## config.mk

```make
export PLATFORM = sky130hd
export DESIGN_NAME = yuv420_to_packed_rgb
export DESIGN_NICKNAME = d
export VERILOG_FILES = /design/src/rtl/core/yuv2rgb_pkg.sv /design/src/rtl/core/yuv2rgb_mult.sv /design/src/rtl/core/yuv2rgb_clamp.sv /design/src/rtl/core/yuv2rgb_pack.sv /design/src/rtl/core/yuv420_to_packed_rgb.sv
export SDC_FILE = /design/constraint.sdc
export NUM_CORES = 2
export LEC_CHECK = 0
export BUFFER_PORTS_ARGS = -buffer_cell sky130_fd_sc_hd__buf_2
export CAP_MARGIN = 20
export CORE_MARGIN = 1
export CORE_UTILIZATION = 55
export CTS_CLUSTER_DIAMETER = 120
export CTS_CLUSTER_SIZE = 14
export DETAILED_ROUTE_END_ITERATION = 10
export GPL_TIMING_DRIVEN = 0
export PLACE_DENSITY = 0.75
export SYNTH_ARGS = -nofsm -noshare
export SYNTH_HDL_FRONTEND = slang
export SYNTH_SLANG_ARGS = --single-unit
```

## constraint.sdc

```tcl
create_clock -name clk -period 8.4 [get_ports clk]
set_input_delay 0.42 -clock clk [delete_from_list [all_inputs] [get_ports clk]]
set_output_delay 0.42 -clock clk [all_outputs]
set_load 0.01 [all_outputs]
```

## src/rtl/core/yuv2rgb_pkg.sv

```systemverilog
`timescale 1ns / 1ps
// ----------------------------------------------------------------------------
// yuv2rgb_pkg
// shared types, coefficients and register codes for the 4:2:0 to rgb converter
// ----------------------------------------------------------------------------
package yuv2rgb_pkg;

    // bt.601 coefficients scaled by 256
    localparam int COEF_Y  = 298;
    localparam int COEF_RV = 409;
    localparam int COEF_GU = 100;
    localparam int COEF_GV = 208;
    localparam int COEF_BU = 516;

    localparam int ROUND_BIAS    = 128;
    localparam int LUMA_OFFSET   = 16;
    localparam int CHROMA_OFFSET = 128;
    localparam int CHAN_MAX      = 255;

    // signed widths of the products and the sums
    localparam int LUMA_TERM_W  = 18;
    localparam int RED_TERM_W   = 17;
    localparam int GREEN_TERM_W = 17;
    localparam int BLUE_TERM_W  = 18;
    localparam int SUM_W        = 20;

    localparam int PIXELS  = 4;
    localparam int PIXEL_W = 32;
    localparam int REG_IDX_W = 3;

    // register indexes
    localparam logic [REG_IDX_W-1:0] REG_RED_SHIFT   = 3'd0;
    localparam logic [REG_IDX_W-1:0] REG_RED_MASK    = 3'd1;
    localparam logic [REG_IDX_W-1:0] REG_GREEN_SHIFT = 3'd2;
    localparam logic [REG_IDX_W-1:0] REG_GREEN_MASK  = 3'd3;
    localparam logic [REG_IDX_W-1:0] REG_BLUE_SHIFT  = 3'd4;
    localparam logic [REG_IDX_W-1:0] REG_BLUE_MASK   = 3'd5;
    localparam logic [REG_IDX_W-1:0] REG_WIDE_PIXELS = 3'd6;

    // register reset values
    localparam logic [4:0]  RST_RED_SHIFT   = 5'd16;
    localparam logic [31:0] RST_RED_MASK    = 32'h00FF_0000;
    localparam logic [4:0]  RST_GREEN_SHIFT = 5'd8;
    localparam logic [31:0] RST_GREEN_MASK  = 32'h0000_FF00;
    localparam logic [4:0]  RST_BLUE_SHIFT  = 5'd0;
    localparam logic [31:0] RST_BLUE_MASK   = 32'h0000_00FF;
    localparam logic        RST_WIDE_PIXELS = 1'b1;

    localparam logic [31:0] NARROW_MASK = 32'h0000_FFFF;

    typedef logic [7:0] sample_t;

    // products after the first stage, stored as raw two's complement bits
    typedef struct packed {
        logic [PIXELS-1:0][LUMA_TERM_W-1:0] luma_term;
        logic [RED_TERM_W-1:0]              red_term;
        logic [GREEN_TERM_W-1:0]            green_term;
        logic [BLUE_TERM_W-1:0]             blue_term;
    } mult_stage_t;

    typedef struct packed {
        logic [7:0] red;
        logic [7:0] green;
        logic [7:0] blue;
    } rgb_t;

    typedef struct packed {
        rgb_t [PIXELS-1:0] pixel;
    } clamp_stage_t;

    typedef struct packed {
        logic [4:0]  red_shift;
        logic [31:0] red_mask;
        logic [4:0]  green_shift;
        logic [31:0] green_mask;
        logic [4:0]  blue_shift;
        logic [31:0] blue_mask;
        logic        wide_pixels;
    } pack_cfg_t;

endpackage

```

## src/rtl/core/yuv2rgb_mult.sv

```systemverilog
`timescale 1ns / 1ps
// ----------------------------------------------------------------------------
// yuv2rgb_mult
// first stage: offset removal and constant coefficient products
// ----------------------------------------------------------------------------
module yuv2rgb_mult (
    input  logic                        clk,
    input  logic                        load,
    input  yuv2rgb_pkg::sample_t        chroma_u,
    input  yuv2rgb_pkg::sample_t        chroma_v,
    input  yuv2rgb_pkg::sample_t [3:0]  luma,
    output yuv2rgb_pkg::mult_stage_t    terms
);

    yuv2rgb_pkg::mult_stage_t terms_reg;
    yuv2rgb_pkg::mult_stage_t terms_next;

    logic signed [8:0] d_val;
    logic signed [8:0] e_val;
    logic signed [8:0] c_val [yuv2rgb_pkg::PIXELS];

    logic signed [yuv2rgb_pkg::RED_TERM_W-1:0]   e_red;
    logic signed [yuv2rgb_pkg::GREEN_TERM_W-1:0] d_green;
    logic signed [yuv2rgb_pkg::GREEN_TERM_W-1:0] e_green;
    logic signed [yuv2rgb_pkg::BLUE_TERM_W-1:0]  d_blue;

    always_comb
    begin
        d_val = $signed({1'b0, chroma_u}) - 9'(yuv2rgb_pkg::CHROMA_OFFSET);
        e_val = $signed({1'b0, chroma_v}) - 9'(yuv2rgb_pkg::CHROMA_OFFSET);

        e_red   = {{(yuv2rgb_pkg::RED_TERM_W-9){e_val[8]}}, e_val};
        d_green = {{(yuv2rgb_pkg::GREEN_TERM_W-9){d_val[8]}}, d_val};
        e_green = {{(yuv2rgb_pkg::GREEN_TERM_W-9){e_val[8]}}, e_val};
        d_blue  = {{(yuv2rgb_pkg::BLUE_TERM_W-9){d_val[8]}}, d_val};

        terms_next.red_term = e_red
            * $signed(yuv2rgb_pkg::RED_TERM_W'(yuv2rgb_pkg::COEF_RV));
        terms_next.green_term =
            -(d_green * $signed(yuv2rgb_pkg::GREEN_TERM_W'(yuv2rgb_pkg::COEF_GU)))
            - (e_green * $signed(yuv2rgb_pkg::GREEN_TERM_W'(yuv2rgb_pkg::COEF_GV)));
        terms_next.blue_term = d_blue
            * $signed(yuv2rgb_pkg::BLUE_TERM_W'(yuv2rgb_pkg::COEF_BU));

        for (int k = 0; k < yuv2rgb_pkg::PIXELS; k++)
        begin
            c_val[k] = $signed({1'b0, luma[k]}) - 9'(yuv2rgb_pkg::LUMA_OFFSET);
            terms_next.luma_term[k] =
                $signed({{(yuv2rgb_pkg::LUMA_TERM_W-9){c_val[k][8]}}, c_val[k]})
                * $signed(yuv2rgb_pkg::LUMA_TERM_W'(yuv2rgb_pkg::COEF_Y));
        end
    end

    always_ff @(posedge clk)
    begin
        if (load)
        begin
            terms_reg <= terms_next;
        end
    end

    assign terms = terms_reg;

endmodule

```

## src/rtl/core/yuv2rgb_clamp.sv

```systemverilog
`timescale 1ns / 1ps
// ----------------------------------------------------------------------------
// yuv2rgb_clamp
// second stage: channel sums, rounding, scale by 1/256 and saturation
// ----------------------------------------------------------------------------
module yuv2rgb_clamp (
    input  logic                       clk,
    input  logic                       load,
    input  yuv2rgb_pkg::mult_stage_t   terms,
    output yuv2rgb_pkg::clamp_stage_t  chans
);

    localparam int SW = yuv2rgb_pkg::SUM_W;

    yuv2rgb_pkg::clamp_stage_t chans_reg;
    yuv2rgb_pkg::clamp_stage_t chans_next;

    logic signed [SW-1:0] red_ext;
    logic signed [SW-1:0] green_ext;
    logic signed [SW-1:0] blue_ext;
    logic signed [SW-1:0] luma_ext [yuv2rgb_pkg::PIXELS];

    // floor divide by 256 then saturate to 0..255
    function automatic logic [7:0] sat8(input logic signed [SW-1:0] s);
        logic [7:0] res;
        if (s[SW-1])
        begin
            res = 8'd0;
        end
        else if (s[SW-2:16] != '0)
        begin
            res = 8'(yuv2rgb_pkg::CHAN_MAX);
        end
        else
        begin
            res = s[15:8];
        end
        return res;
    endfunction

    always_comb
    begin
        red_ext = {{(SW-yuv2rgb_pkg::RED_TERM_W){terms.red_term[yuv2rgb_pkg::RED_TERM_W-1]}},
                   terms.red_term};
        green_ext = {{(SW-yuv2rgb_pkg::GREEN_TERM_W)
                     {terms.green_term[yuv2rgb_pkg::GREEN_TERM_W-1]}}, terms.green_term};
        blue_ext = {{(SW-yuv2rgb_pkg::BLUE_TERM_W)
                    {terms.blue_term[yuv2rgb_pkg::BLUE_TERM_W-1]}}, terms.blue_term};
        for (int k = 0; k < yuv2rgb_pkg::PIXELS; k++)
        begin
            luma_ext[k] = {{(SW-yuv2rgb_pkg::LUMA_TERM_W)
                           {terms.luma_term[k][yuv2rgb_pkg::LUMA_TERM_W-1]}},
                           terms.luma_term[k]};
            chans_next.pixel[k].red   =
                sat8(luma_ext[k] + red_ext + SW'(yuv2rgb_pkg::ROUND_BIAS));
            chans_next.pixel[k].green =
                sat8(luma_ext[k] + green_ext + SW'(yuv2rgb_pkg::ROUND_BIAS));
            chans_next.pixel[k].blue  =
                sat8(luma_ext[k] + blue_ext + SW'(yuv2rgb_pkg::ROUND_BIAS));
        end
    end

    always_ff @(posedge clk)
    begin
        if (load)
        begin
            chans_reg <= chans_next;
        end
    end

    assign chans = chans_reg;

endmodule

```

## src/rtl/core/yuv2rgb_pack.sv

```systemverilog
`timescale 1ns / 1ps
// ----------------------------------------------------------------------------
// yuv2rgb_pack
// third stage: shift, mask and merge channels into packed pixels
// ----------------------------------------------------------------------------
module yuv2rgb_pack (
    input  logic                                              clk,
    input  logic                                              load,
    input  yuv2rgb_pkg::pack_cfg_t                            cfg,
    input  yuv2rgb_pkg::clamp_stage_t                         chans,
    output logic [yuv2rgb_pkg::PIXELS-1:0][yuv2rgb_pkg::PIXEL_W-1:0] pixels
);

    localparam int PW = yuv2rgb_pkg::PIXEL_W;

    logic [yuv2rgb_pkg::PIXELS-1:0][PW-1:0] pixels_reg;
    logic [yuv2rgb_pkg::PIXELS-1:0][PW-1:0] pixels_next;

    function automatic logic [PW-1:0] place(input logic [7:0]    chan,
                                            input logic [4:0]    shift,
                                            input logic [PW-1:0] mask);
        logic [PW-1:0] wide;
        wide = {{(PW-8){1'b0}}, chan};
        return (wide << shift) & mask;
    endfunction

    always_comb
    begin
        for (int k = 0; k < yuv2rgb_pkg::PIXELS; k++)
        begin
            pixels_next[k] = place(chans.pixel[k].red,   cfg.red_shift,   cfg.red_mask)
                           | place(chans.pixel[k].green, cfg.green_shift, cfg.green_mask)
                           | place(chans.pixel[k].blue,  cfg.blue_shift,  cfg.blue_mask);
            if (!cfg.wide_pixels)
            begin
                pixels_next[k] = pixels_next[k] & yuv2rgb_pkg::NARROW_MASK;
            end
        end
    end

    always_ff @(posedge clk)
    begin
        if (load)
        begin
            pixels_reg <= pixels_next;
        end
    end

    assign pixels = pixels_reg;

endmodule

```

## src/rtl/core/yuv420_to_packed_rgb.sv

```systemverilog
`timescale 1ns / 1ps
// ----------------------------------------------------------------------------
// yuv420_to_packed_rgb
// 4:2:0 chroma pair plus 2x2 luma group to four packed rgb pixels
// ----------------------------------------------------------------------------
// usage
//   input channel: in_valid/in_ready carry one u,v pair and four luma samples
//   per transfer. output channel: out_valid/out_ready carry the four packed
//   pixels of that group per transfer, in input order.
//   the three register stages (product stage, sum and saturate stage, pack
//   stage) each take a new group every cycle while the stage after it can
//   move, so throughput is one group per cycle while out_ready stays high.
//   stalls: each stage holds while the stage after it is full and not moving,
//   so a stalled receiver fills the pipeline and in_ready drops once all three
//   stages hold a group; nothing is dropped or repeated.
//   reset: empties the pipeline and loads the default rgb888 layout into the
//   configuration registers (red 23:16, green 15:8, blue 7:0, 32-bit pixels).
//   configuration: cfg_write_en writes cfg_data into register cfg_index
//   (0 red_shift, 1 red_mask, 2 green_shift, 3 green_mask, 4 blue_shift,
//   5 blue_mask, 6 wide_pixels); other indexes are ignored. write only while
//   the pipeline is empty.
// ----------------------------------------------------------------------------
module yuv420_to_packed_rgb (
    input  logic        clk,
    input  logic        rst_n,

    input  logic        cfg_write_en,
    input  logic [2:0]  cfg_index,
    input  logic [31:0] cfg_data,

    input  logic        in_valid,
    output logic        in_ready,
    input  logic [7:0]  chroma_u,
    input  logic [7:0]  chroma_v,
    input  logic [7:0]  luma_top_left,
    input  logic [7:0]  luma_top_right,
    input  logic [7:0]  luma_bottom_left,
    input  logic [7:0]  luma_bottom_right,

    output logic        out_valid,
    input  logic        out_ready,
    output logic [31:0] pixel_top_left,
    output logic [31:0] pixel_top_right,
    output logic [31:0] pixel_bottom_left,
    output logic [31:0] pixel_bottom_right
);

    // configuration registers
    yuv2rgb_pkg::pack_cfg_t cfg_reg;
    yuv2rgb_pkg::pack_cfg_t cfg_next;

    // stage valid bits
    logic s1_valid_reg, s1_valid_next;
    logic s2_valid_reg, s2_valid_next;
    logic s3_valid_reg, s3_valid_next;

    // a stage may take new data when it is empty or its data moves on
    logic s1_ready;
    logic s2_ready;
    logic s3_ready;

    yuv2rgb_pkg::sample_t [3:0]  luma;
    yuv2rgb_pkg::mult_stage_t    terms;
    yuv2rgb_pkg::clamp_stage_t   chans;
    logic [yuv2rgb_pkg::PIXELS-1:0][yuv2rgb_pkg::PIXEL_W-1:0] pixels;

    // ---------------- configuration write ----------------
    always_comb
    begin
        cfg_next = cfg_reg;
        if (cfg_write_en)
        begin
            case (cfg_index)
                yuv2rgb_pkg::REG_RED_SHIFT:   cfg_next.red_shift   = cfg_data[4:0];
                yuv2rgb_pkg::REG_RED_MASK:    cfg_next.red_mask    = cfg_data;
                yuv2rgb_pkg::REG_GREEN_SHIFT: cfg_next.green_shift = cfg_data[4:0];
                yuv2rgb_pkg::REG_GREEN_MASK:  cfg_next.green_mask  = cfg_data;
                yuv2rgb_pkg::REG_BLUE_SHIFT:  cfg_next.blue_shift  = cfg_data[4:0];
                yuv2rgb_pkg::REG_BLUE_MASK:   cfg_next.blue_mask   = cfg_data;
                yuv2rgb_pkg::REG_WIDE_PIXELS: cfg_next.wide_pixels = cfg_data[0];
                default:                      cfg_next = cfg_reg;
            endcase
        end
    end

    always_ff @(posedge clk or negedge rst_n)
    begin
        if (!rst_n)
        begin
            cfg_reg.red_shift   <= yuv2rgb_pkg::RST_RED_SHIFT;
            cfg_reg.red_mask    <= yuv2rgb_pkg::RST_RED_MASK;
            cfg_reg.green_shift <= yuv2rgb_pkg::RST_GREEN_SHIFT;
            cfg_reg.green_mask  <= yuv2rgb_pkg::RST_GREEN_MASK;
            cfg_reg.blue_shift  <= yuv2rgb_pkg::RST_BLUE_SHIFT;
            cfg_reg.blue_mask   <= yuv2rgb_pkg::RST_BLUE_MASK;
            cfg_reg.wide_pixels <= yuv2rgb_pkg::RST_WIDE_PIXELS;
        end
        else
        begin
            cfg_reg <= cfg_next;
        end
    end

    // ---------------- pipeline control ----------------
    assign s3_ready = !s3_valid_reg || out_ready;
    assign s2_ready = !s2_valid_reg || s3_ready;
    assign s1_ready = !s1_valid_reg || s2_ready;
    assign in_ready = s1_ready;

    always_comb
    begin
        s1_valid_next = s1_ready ? in_valid     : s1_valid_reg;
        s2_valid_next = s2_ready ? s1_valid_reg : s2_valid_reg;
        s3_valid_next = s3_ready ? s2_valid_reg : s3_valid_reg;
    end

    always_ff @(posedge clk or negedge rst_n)
    begin
        if (!rst_n)
        begin
            s1_valid_reg <= 1'b0;
            s2_valid_reg <= 1'b0;
            s3_valid_reg <= 1'b0;
        end
        else
        begin
            s1_valid_reg <= s1_valid_next;
            s2_valid_reg <= s2_valid_next;
            s3_valid_reg <= s3_valid_next;
        end
    end

    // ---------------- datapath ----------------
    assign luma[0] = luma_top_left;
    assign luma[1] = luma_top_right;
    assign luma[2] = luma_bottom_left;
    assign luma[3] = luma_bottom_right;

    // stage 1: coefficient products
    yuv2rgb_mult u_mult (
        .clk      (clk),
        .load     (s1_ready && in_valid),
        .chroma_u (chroma_u),
        .chroma_v (chroma_v),
        .luma     (luma),
        .terms    (terms)
    );

    // stage 2: sums, rounding and saturation
    yuv2rgb_clamp u_clamp (
        .clk   (clk),
        .load  (s2_ready && s1_valid_reg),
        .terms (terms),
        .chans (chans)
    );

    // stage 3: channel placement, also the output register
    yuv2rgb_pack u_pack (
        .clk    (clk),
        .load   (s3_ready && s2_valid_reg),
        .cfg    (cfg_reg),
        .chans  (chans),
        .pixels (pixels)
    );

    assign out_valid          = s3_valid_reg;
    assign pixel_top_left     = pixels[0];
    assign pixel_top_right    = pixels[1];
    assign pixel_bottom_left  = pixels[2];
    assign pixel_bottom_right = pixels[3];

`ifndef NO_ASSERTIONS
    // full pipeline with a stalled receiver must refuse input
    a_full_blocks_input: assert property (@(posedge clk) disable iff (!rst_n)
        (s1_valid_reg && s2_valid_reg && s3_valid_reg && !out_ready) |-> !in_ready)
        else $error("input taken while pipeline full and stalled");

    // a held middle stage keeps its group
    a_mid_stage_holds: assert property (@(posedge clk) disable iff (!rst_n)
        (s2_valid_reg && !s3_ready) |=> s2_valid_reg)
        else $error("middle stage lost a group during a stall");

    // narrow mode leaves the upper half of each pixel clear
    a_narrow_pixels: assert property (@(posedge clk) disable iff (!rst_n)
        (out_valid && !cfg_reg.wide_pixels && $stable(cfg_reg.wide_pixels))
        |-> (pixel_top_left[31:16] == 16'd0 && pixel_top_right[31:16] == 16'd0
             && pixel_bottom_left[31:16] == 16'd0 && pixel_bottom_right[31:16] == 16'd0))
        else $error("upper pixel bits set in 16-bit mode");
`endif

endmodule

```

# [Word-level counts from Yosys, hierarchy flattened]
# Index checks and enable logic that the tools add are counted.
[op_classes] n_eq_ne=6 mux=12 n_bitwise=20 multipliers=8 n_reduce_logical=29 add_sub_neg=32 shifts=12
[op_table] cell="bitwise AND 32 bit" count=12
[op_table] cell="left shift 8 x 5 -> 32 bit" count=12
[op_table] cell="bitwise OR 32 bit" count=8
[op_table] cell="adder 20 x 9 -> 20 bit, second input constant" count=12
[op_table] cell="adder 18 x 17 -> 19 bit" count=8
[op_table] cell="2-to-1 mux 8 bit" count=12
[op_table] cell="adder 18 x 18 -> 19 bit" count=4
[op_table] cell="multiplier 9 x 9 -> 17 bit, second input constant" count=4
[op_table] cell="nonzero test 3 bit" count=12
[op_table] cell="subtractor 8 x 5 -> 9 bit, second input constant" count=4
[op_table] cell="subtractor 8 x 8 -> 9 bit, second input constant" count=2
[op_table] cell="multiplier 9 x 10 -> 17 bit, second input constant" count=1
[op_table] cell="negation 17 bit" count=1
[op_table] cell="subtractor 17 bit" count=1
[op_table] cell="multiplier 9 x 9 -> 16 bit, second input constant" count=1
[op_table] cell="multiplier 9 x 6 -> 15 bit, second input constant" count=1
[op_table] cell="AND reduction 2 bit" count=7
[op_table] cell="multiplier 9 x 5 -> 13 bit, second input constant" count=1
[op_table] cell="equality test 3 bit, second input constant" count=3
[op_table] cell="equality test 3 x 2 -> 1 bit, second input constant" count=2
[op_table] cell="equality test 3 x 1 -> 1 bit, second input constant" count=1
[op_table] cell="logical AND 1 bit" count=3
[op_table] cell="zero test 1 bit" count=3
[op_table] cell="zero test 3 bit" count=1
[op_table] cell="logical OR 1 bit" count=3
[totals] regBits=457 in_bits=88

# [Depth between registers and ports, before layout]
[logic_depth] word_depth=5 mapped_depth=22 mapped_depth_nobuf=22

# [Cells and area by module]
# From an unflattened synthesis, not the netlist that was laid out.
[unflattened] hier_cells=4268 hier_area_um2=43978.4
[modules_own_cells] mod="yuv2rgb_clamp" seq_area_each_um2=2882.8 instances=1 area_per_inst_um2=13779.5 cells_per_inst=1406
[modules_own_cells] mod="yuv2rgb_pack" seq_area_each_um2=3843.7 instances=1 area_per_inst_um2=12901.1 cells_per_inst=1412
[modules_own_cells] mod="yuv2rgb_mult" seq_area_each_um2=3453.3 instances=1 area_per_inst_um2=12751.0 cells_per_inst=1196
[modules_own_cells] mod="yuv420_to_packed_rgb" seq_area_each_um2=2911.5 instances=1 area_per_inst_um2=4546.9 cells_per_inst=254

# [Worst setup path before layout]
# OpenSTA, ideal clock, no wires.
[synth_path] path_kind="input-to-reg" start="input luma_top_right[4]" end="register u_mult.terms_reg (netlist bit u_mult.terms[86]) (data pin)" arrival_time_ns=4.928 setup_slack_ns=3.214 required_ns=8.142 path_stages=19 cell_sequence="inv_1 ha_1 nor3b_1 ha_1 ha_1 inv_1 fa_1 fa_1 inv_1 ha_1 o21ai_0 a21boi_0 o21ai_0 nand2_1 a21o_1 a21o_1 a21o_1 a21oi_1 xnor2_1"
[synth_rtl] element="start, declared" line_no="yuv420_to_packed_rgb.sv:36" source="input logic [7:0] luma_top_right,"
[synth_rtl] element="end signal, assigned" line_no="yuv2rgb_mult.sv:58" source="terms_reg <= terms_next;"
[synth_rtl] element="end, declared" line_no="yuv2rgb_mult.sv:15" source="yuv2rgb_pkg::mult_stage_t terms_reg;"

# [Worst setup path after layout]
[layout_path] start="register u_mult.terms_reg (netlist bit u_mult.terms[38])" end="register u_clamp.chans_reg (netlist bit u_clamp.chans[94]) (data pin)"
[layout_between] elab_chain_len=4
[layout_lines] element="adder 18 x 17 -> 19 bit (*)" line_no="yuv2rgb_clamp.sv:55" source="sat8(luma_ext[k] + red_ext + SW'(yuv2rgb_pkg::ROUND_BIAS));"
[layout_lines] element="adder 20 x 9 -> 20 bit (*)" line_no="yuv2rgb_clamp.sv:55"
[layout_lines] element="nonzero test 3 bit" line_no="yuv2rgb_clamp.sv:30" source="else if (s[SW-2:16] != '0)"
[layout_lines] element="2-to-1 mux 8 bit" line_no="yuv2rgb_clamp.sv:30"
[layout_lines] element="end signal, assigned" line_no="yuv2rgb_clamp.sv:67" source="chans_reg <= chans_next;"
[layout_lines] element="end, declared" line_no="yuv2rgb_clamp.sv:15" source="yuv2rgb_pkg::clamp_stage_t chans_reg;"
# Every way passes the cells marked *; elsewhere a longest branch is shown, timed or not.
# A chain may end at the register's enable or synchronous reset.

==> results.md <==
- Buffers placed on the I/O ports in this run total 215.
- Cell internal power was estimated by the tool at between 0.009 and 0.01 W.
- The number of placed I/O pins is ~220.
- The capture point of the worst path is u_clamp.chans[94].
- The via count of the first global-routing pass is 34110.
- The worst-case clock skew is ~0.046 ns.
- The final critical-path share of the clock period is 59.88%.
- The post-layout net count is approximately 5300.
- For this run, the detailed router's first-pass iteration total came to 8.
- The number of placement rows is 100.
- The analysis attributes to cell leakage a power of between 15 and 20 nW.
- Counting flops with a built-in enable in the synthesized netlist gives ~340.
- The number of routed nets with antenna violations is 0.
- The number of different library cells used by synthesis comes to approximately 100.
- The kind of capture point of the worst setup path is a register.
- Setup slack on the worst reg-to-reg path comes out at around 3.4 ns.
- The class of the worst hold path is in -> reg.
- The proportion of power drawn by combinational gates is between 60 and 70%.
- The DRC violations left is 0.
- Summed over all nets, the switching power comes to 0.009610 W.
- Summing over every cut layer, the via total after detailed routing is between 30000 and 40000.
- For the worst flop-to-flop path, the logic depth is 16.
- The number of sinks driven by the clock tree is about 450.
- The number of warnings reported in the yosys synthesis log is 0.
- The area added between synthesis and finish is 9.221%.
- Clock-pin slew was measured on the worst setup and hold paths at 0.06 ns.
- The startpoint type of the worst setup path is a register.
- The slew at the pin with the worst max-slew slack is roughly 1.3 ns.
- The via-per-instance ratio is 6.358.
- The number of fill cells in the layout is approximately 6300.
- Summing all flip-flop and latch instances after layout gives ~13000 sq um.
- The H-tree was split into 2 levels.
- Of the total power, the share spent switching nets is between 50% and 60%.
- The first global-routing pass estimated 220.8 mm of wire.
- In this run the cell area measured after placement is around 44000 sq um.
- Based on the critical path, the design can be clocked at up to around 0.2 GHz.
- The number of max-slew violations in the final report is 0.
- The post-route netlist has between 10% and 20% of its cells at a drive strength greater than 1.
- The tree is rooted in a sky130_fd_sc_hd__clkbuf_16.
- The post-synthesis instance total is ~4400.
- The core region is roughly 75000 sq um.
- The count of cells resized by post-cts repair is 0.
- The post-layout minimum cycle time is between 5 and 6 ns.
- The top flip-flop cell by instance count after synthesis is sky130_fd_sc_hd__edfxtp_1.
- A synthesized cell averages ~9.5 sq um.
- The height of the die is approximately 280 microns.
- The multi-input combinational cells in the finished layout cover a total of between 20000 and 30000 sq um.
- The worst vdd rail ir drop is between 200 and 300 uV.
- The critical setup path kind is reg -> reg.
- TritonCTS built the clock tree.
- The register bit count reported by yosys is about 450.
- The overall global routing resource usage is roughly two fifths.
- Sequential cells account for approximately a quarter of the total power.
- The clock latency on the worst-skew pair is roughly 0.62 ns.
- The number of max-capacitance violations reported is 0.
- The total routed wirelength is approximately 150 mm.
- Entering global routing, the biggest net connects 76 pins.
- The number of nets handed over by synthesis was 5034.
- TritonCTS created 38 clock buffers.
- The part of the Yosys area used for sequential elements is 31.50%.
- Detailed placement finished with a half-perimeter wire length of between 100 and 150 mm.
- The worst endpoint required time is between 8 and 9 ns.
- The critical path arrival is 5.39 ns.
- The cell area after synthesis is 41470 sq um.
- The hold violation total from the final report is 0.
- The number of flip-flops in the largest register is 128.
- In this run the critical register-to-register path is captured at u_clamp.chans[94].
- The die covers between 70000 and 80000 sq um.
- Setup repair after global routing left no endpoint under its margin.
- The share of synthesized flip-flops with an asynchronous set or reset is around a quarter.
- In this run the tightest slew margin relative to its limit is around a tenth.
- The largest fanout on the critical path is 7.
- The initial antenna violation count came to 5.
- Dividing the detail-routed wire length by the instance count gives approximately 27 microns.
- Power spread over the standard cell area amounts to 412.3 nW/um^2.
- The deepest clock path buffer count is 3.
- The run finished with clean final reports.
- The remaining global-route overflow is 0.
- In this run the critical register-to-register path is launched from u_mult.terms[38].
- The final total negative setup slack is 0 ns.
- In this run, the number of DRC markers left after iteration 0 of detailed routing was roughly 3700.
- The post-route cell area is roughly 45000 sq um.
- The final setup violation count is 0.
- The launching instance or port of the critical path is u_mult.terms[38].
- At the end of routability-driven placement, the weighted congestion stood at roughly 1.0.
- The relative contribution of the clock network to total power is 9.4%.
- Once the floorplan was initialized, standard cells occupied a little under three fifths of the core.
- In this run the horizontal extent of the chip is 276.6 microns.
==> routing by layer <==
metal	up-vias	wire length [microns]	track usage (%)
met5	-	69	0
li1	16720	-	-
met4	8	12820	28.13
met1	17010	59500	47.96
met2	1715	68830	63.51
met3	440	10960	5.821
==> Yosys cell counts (all sizes together), types with 69 or more instances <==
cell type | instances | area [sq um]
fa | 72 | 1441
nor2 | 282 | 1059
xor2 | 123 | 1077
dfrtp | 88 | 2202
clkbuf | 117 | 439.2
nor2b | 69 | 431.7
ha | 509 | 6369
nand2 | 307 | 1152
o22ai | 105 | 656.9
mux2i | 73 | 730.7
inv | 339 | 1272
nand3 | 154 | 775.7
o21ai | 239 | 1196
edfxtp | 338 | 10150
mux2 | 182 | 2049
a21oi | 226 | 1139
xnor2 | 194 | 1707
==> layout make-up <==
class	count	share of cell area, %
flip-flops and latches	453	28.84
clock inverters	5	0.09393
repair buffers	239	3.265
diodes	3	0.01658
well taps	969	2.677
inverters	339	2.810
multi-input cells	3438	58.80
clock buffers	64	2.362
plain buffers	135	1.138
==> power groups by stage <==
stage	clock, W	combinational (W)	sequential (W)
4_1_cts	0.00176	0.0122	0.00432
3_5_place_dp	0	0.0121	0.00436
2_1_floorplan	0	0.00874	0.00391
5_1_grt	0.00183	0.0136	0.00437
6_report	0.00175	0.0126	0.00436
3_3_place_gp	0	0.0120	0.00437
==> cell usage in the layout, fill, tap and decap left out, drive strengths merged, types with 25 or more instances in the layout <==
master and count:
a211oi 27, a21o 68, a21oi 226, a222oi 30
a22o 38, a22oi 58, a31oi 40, and2 33
and3 35, buf 256, clkbuf 181, dfrtp 88
dfstp 27, edfxtp 338, fa 72, ha 509
inv 341, mux2 182, mux2i 73, nand2 307
nand2b 57, nand3 154, nor2 282, nor2b 69
nor3 65, nor3b 25, o211ai 26, o21a 44
o21ai 239, o22ai 105, or3 29, xnor2 194
xor2 123
==> worst min-delay path by stage <==
| stage | to | depth (start not counted) | slack [ns] | startpoint |
|---|---|---|---|---|
| final | s1_valid_reg | 2 | 0.04 | in_valid |
| after global placement | s2_valid_reg | 1 | 0.46 | s1_valid_reg |
| after global routing | s1_valid_reg | 2 | 0.06 | in_valid |
| after CTS | s1_valid_reg | 2 | 0.03 | in_valid |
| after detailed placement | cfg_reg[65] | 1 | 0.42 | rst_n |
| after floorplan | cfg_reg[100] | 0 | 0.12 | rst_n |
==> logic make-up (layout without fill, tap and decap cells) <==
group           Yosys count  count (layout)  share of synthesized area (%)
fa+ha+maj               582             582                          18.86
compound gates         1115            1115                          18.07
buf+inv                 474             782                          4.312
mux                     255             255                          6.704
other cells               0               3                              0
xor+xnor                317             317                          6.714
flops                   453             453                          31.50
simple gates           1169            1169                          13.84
==> per-stage QoR <==
stage / util (%) / setup WS, ns / total power [W] / instances / hold slack, ns
after floorplan: - / 3.214 / 0.01265 / 4365 / 0.1244
after global placement: 58.68 / 2.534 / 0.01634 / 5549 / 0.4610
after detailed placement: 59.13 / 2.949 / 0.01650 / 5568 / 0.4167
after CTS: 60.63 / 3.523 / 0.01831 / 5638 / 0.02628
after global routing: 60.73 / 3.174 / 0.01980 / 5643 / 0.06157
final: 60.73 / 3.370 / 0.01867 / 5645 / 0.04080
==> critical path: stages, from the launching register on <==
cell and delay, ns:
sky130_fd_sc_hd__edfxtp_1 0.58, sky130_fd_sc_hd__ha_1 0.42, sky130_fd_sc_hd__nand4_1 0.14, sky130_fd_sc_hd__a21o_1 0.24, sky130_fd_sc_hd__a21oi_1 0.47, sky130_fd_sc_hd__nor3_1 0.09
sky130_fd_sc_hd__nor2_1 0.12, sky130_fd_sc_hd__ha_1 0.19, sky130_fd_sc_hd__nand2_1 0.11, sky130_fd_sc_hd__a2111oi_0 0.43, sky130_fd_sc_hd__a211oi_1 0.16, sky130_fd_sc_hd__a2111oi_2 0.67
sky130_fd_sc_hd__nand2_1 0.26, sky130_fd_sc_hd__nand3_1 0.17, sky130_fd_sc_hd__a21boi_1 0.11, sky130_fd_sc_hd__a211o_1 0.33, sky130_fd_sc_hd__a21oi_1 0.31
==> timing repair <==
action | in CTS | in global routing
setup buffers | 0 | 0
hold endpoints to repair | 40 | 0
hold buffers | 1 | 0
Power figures use the tool's default switching activity.
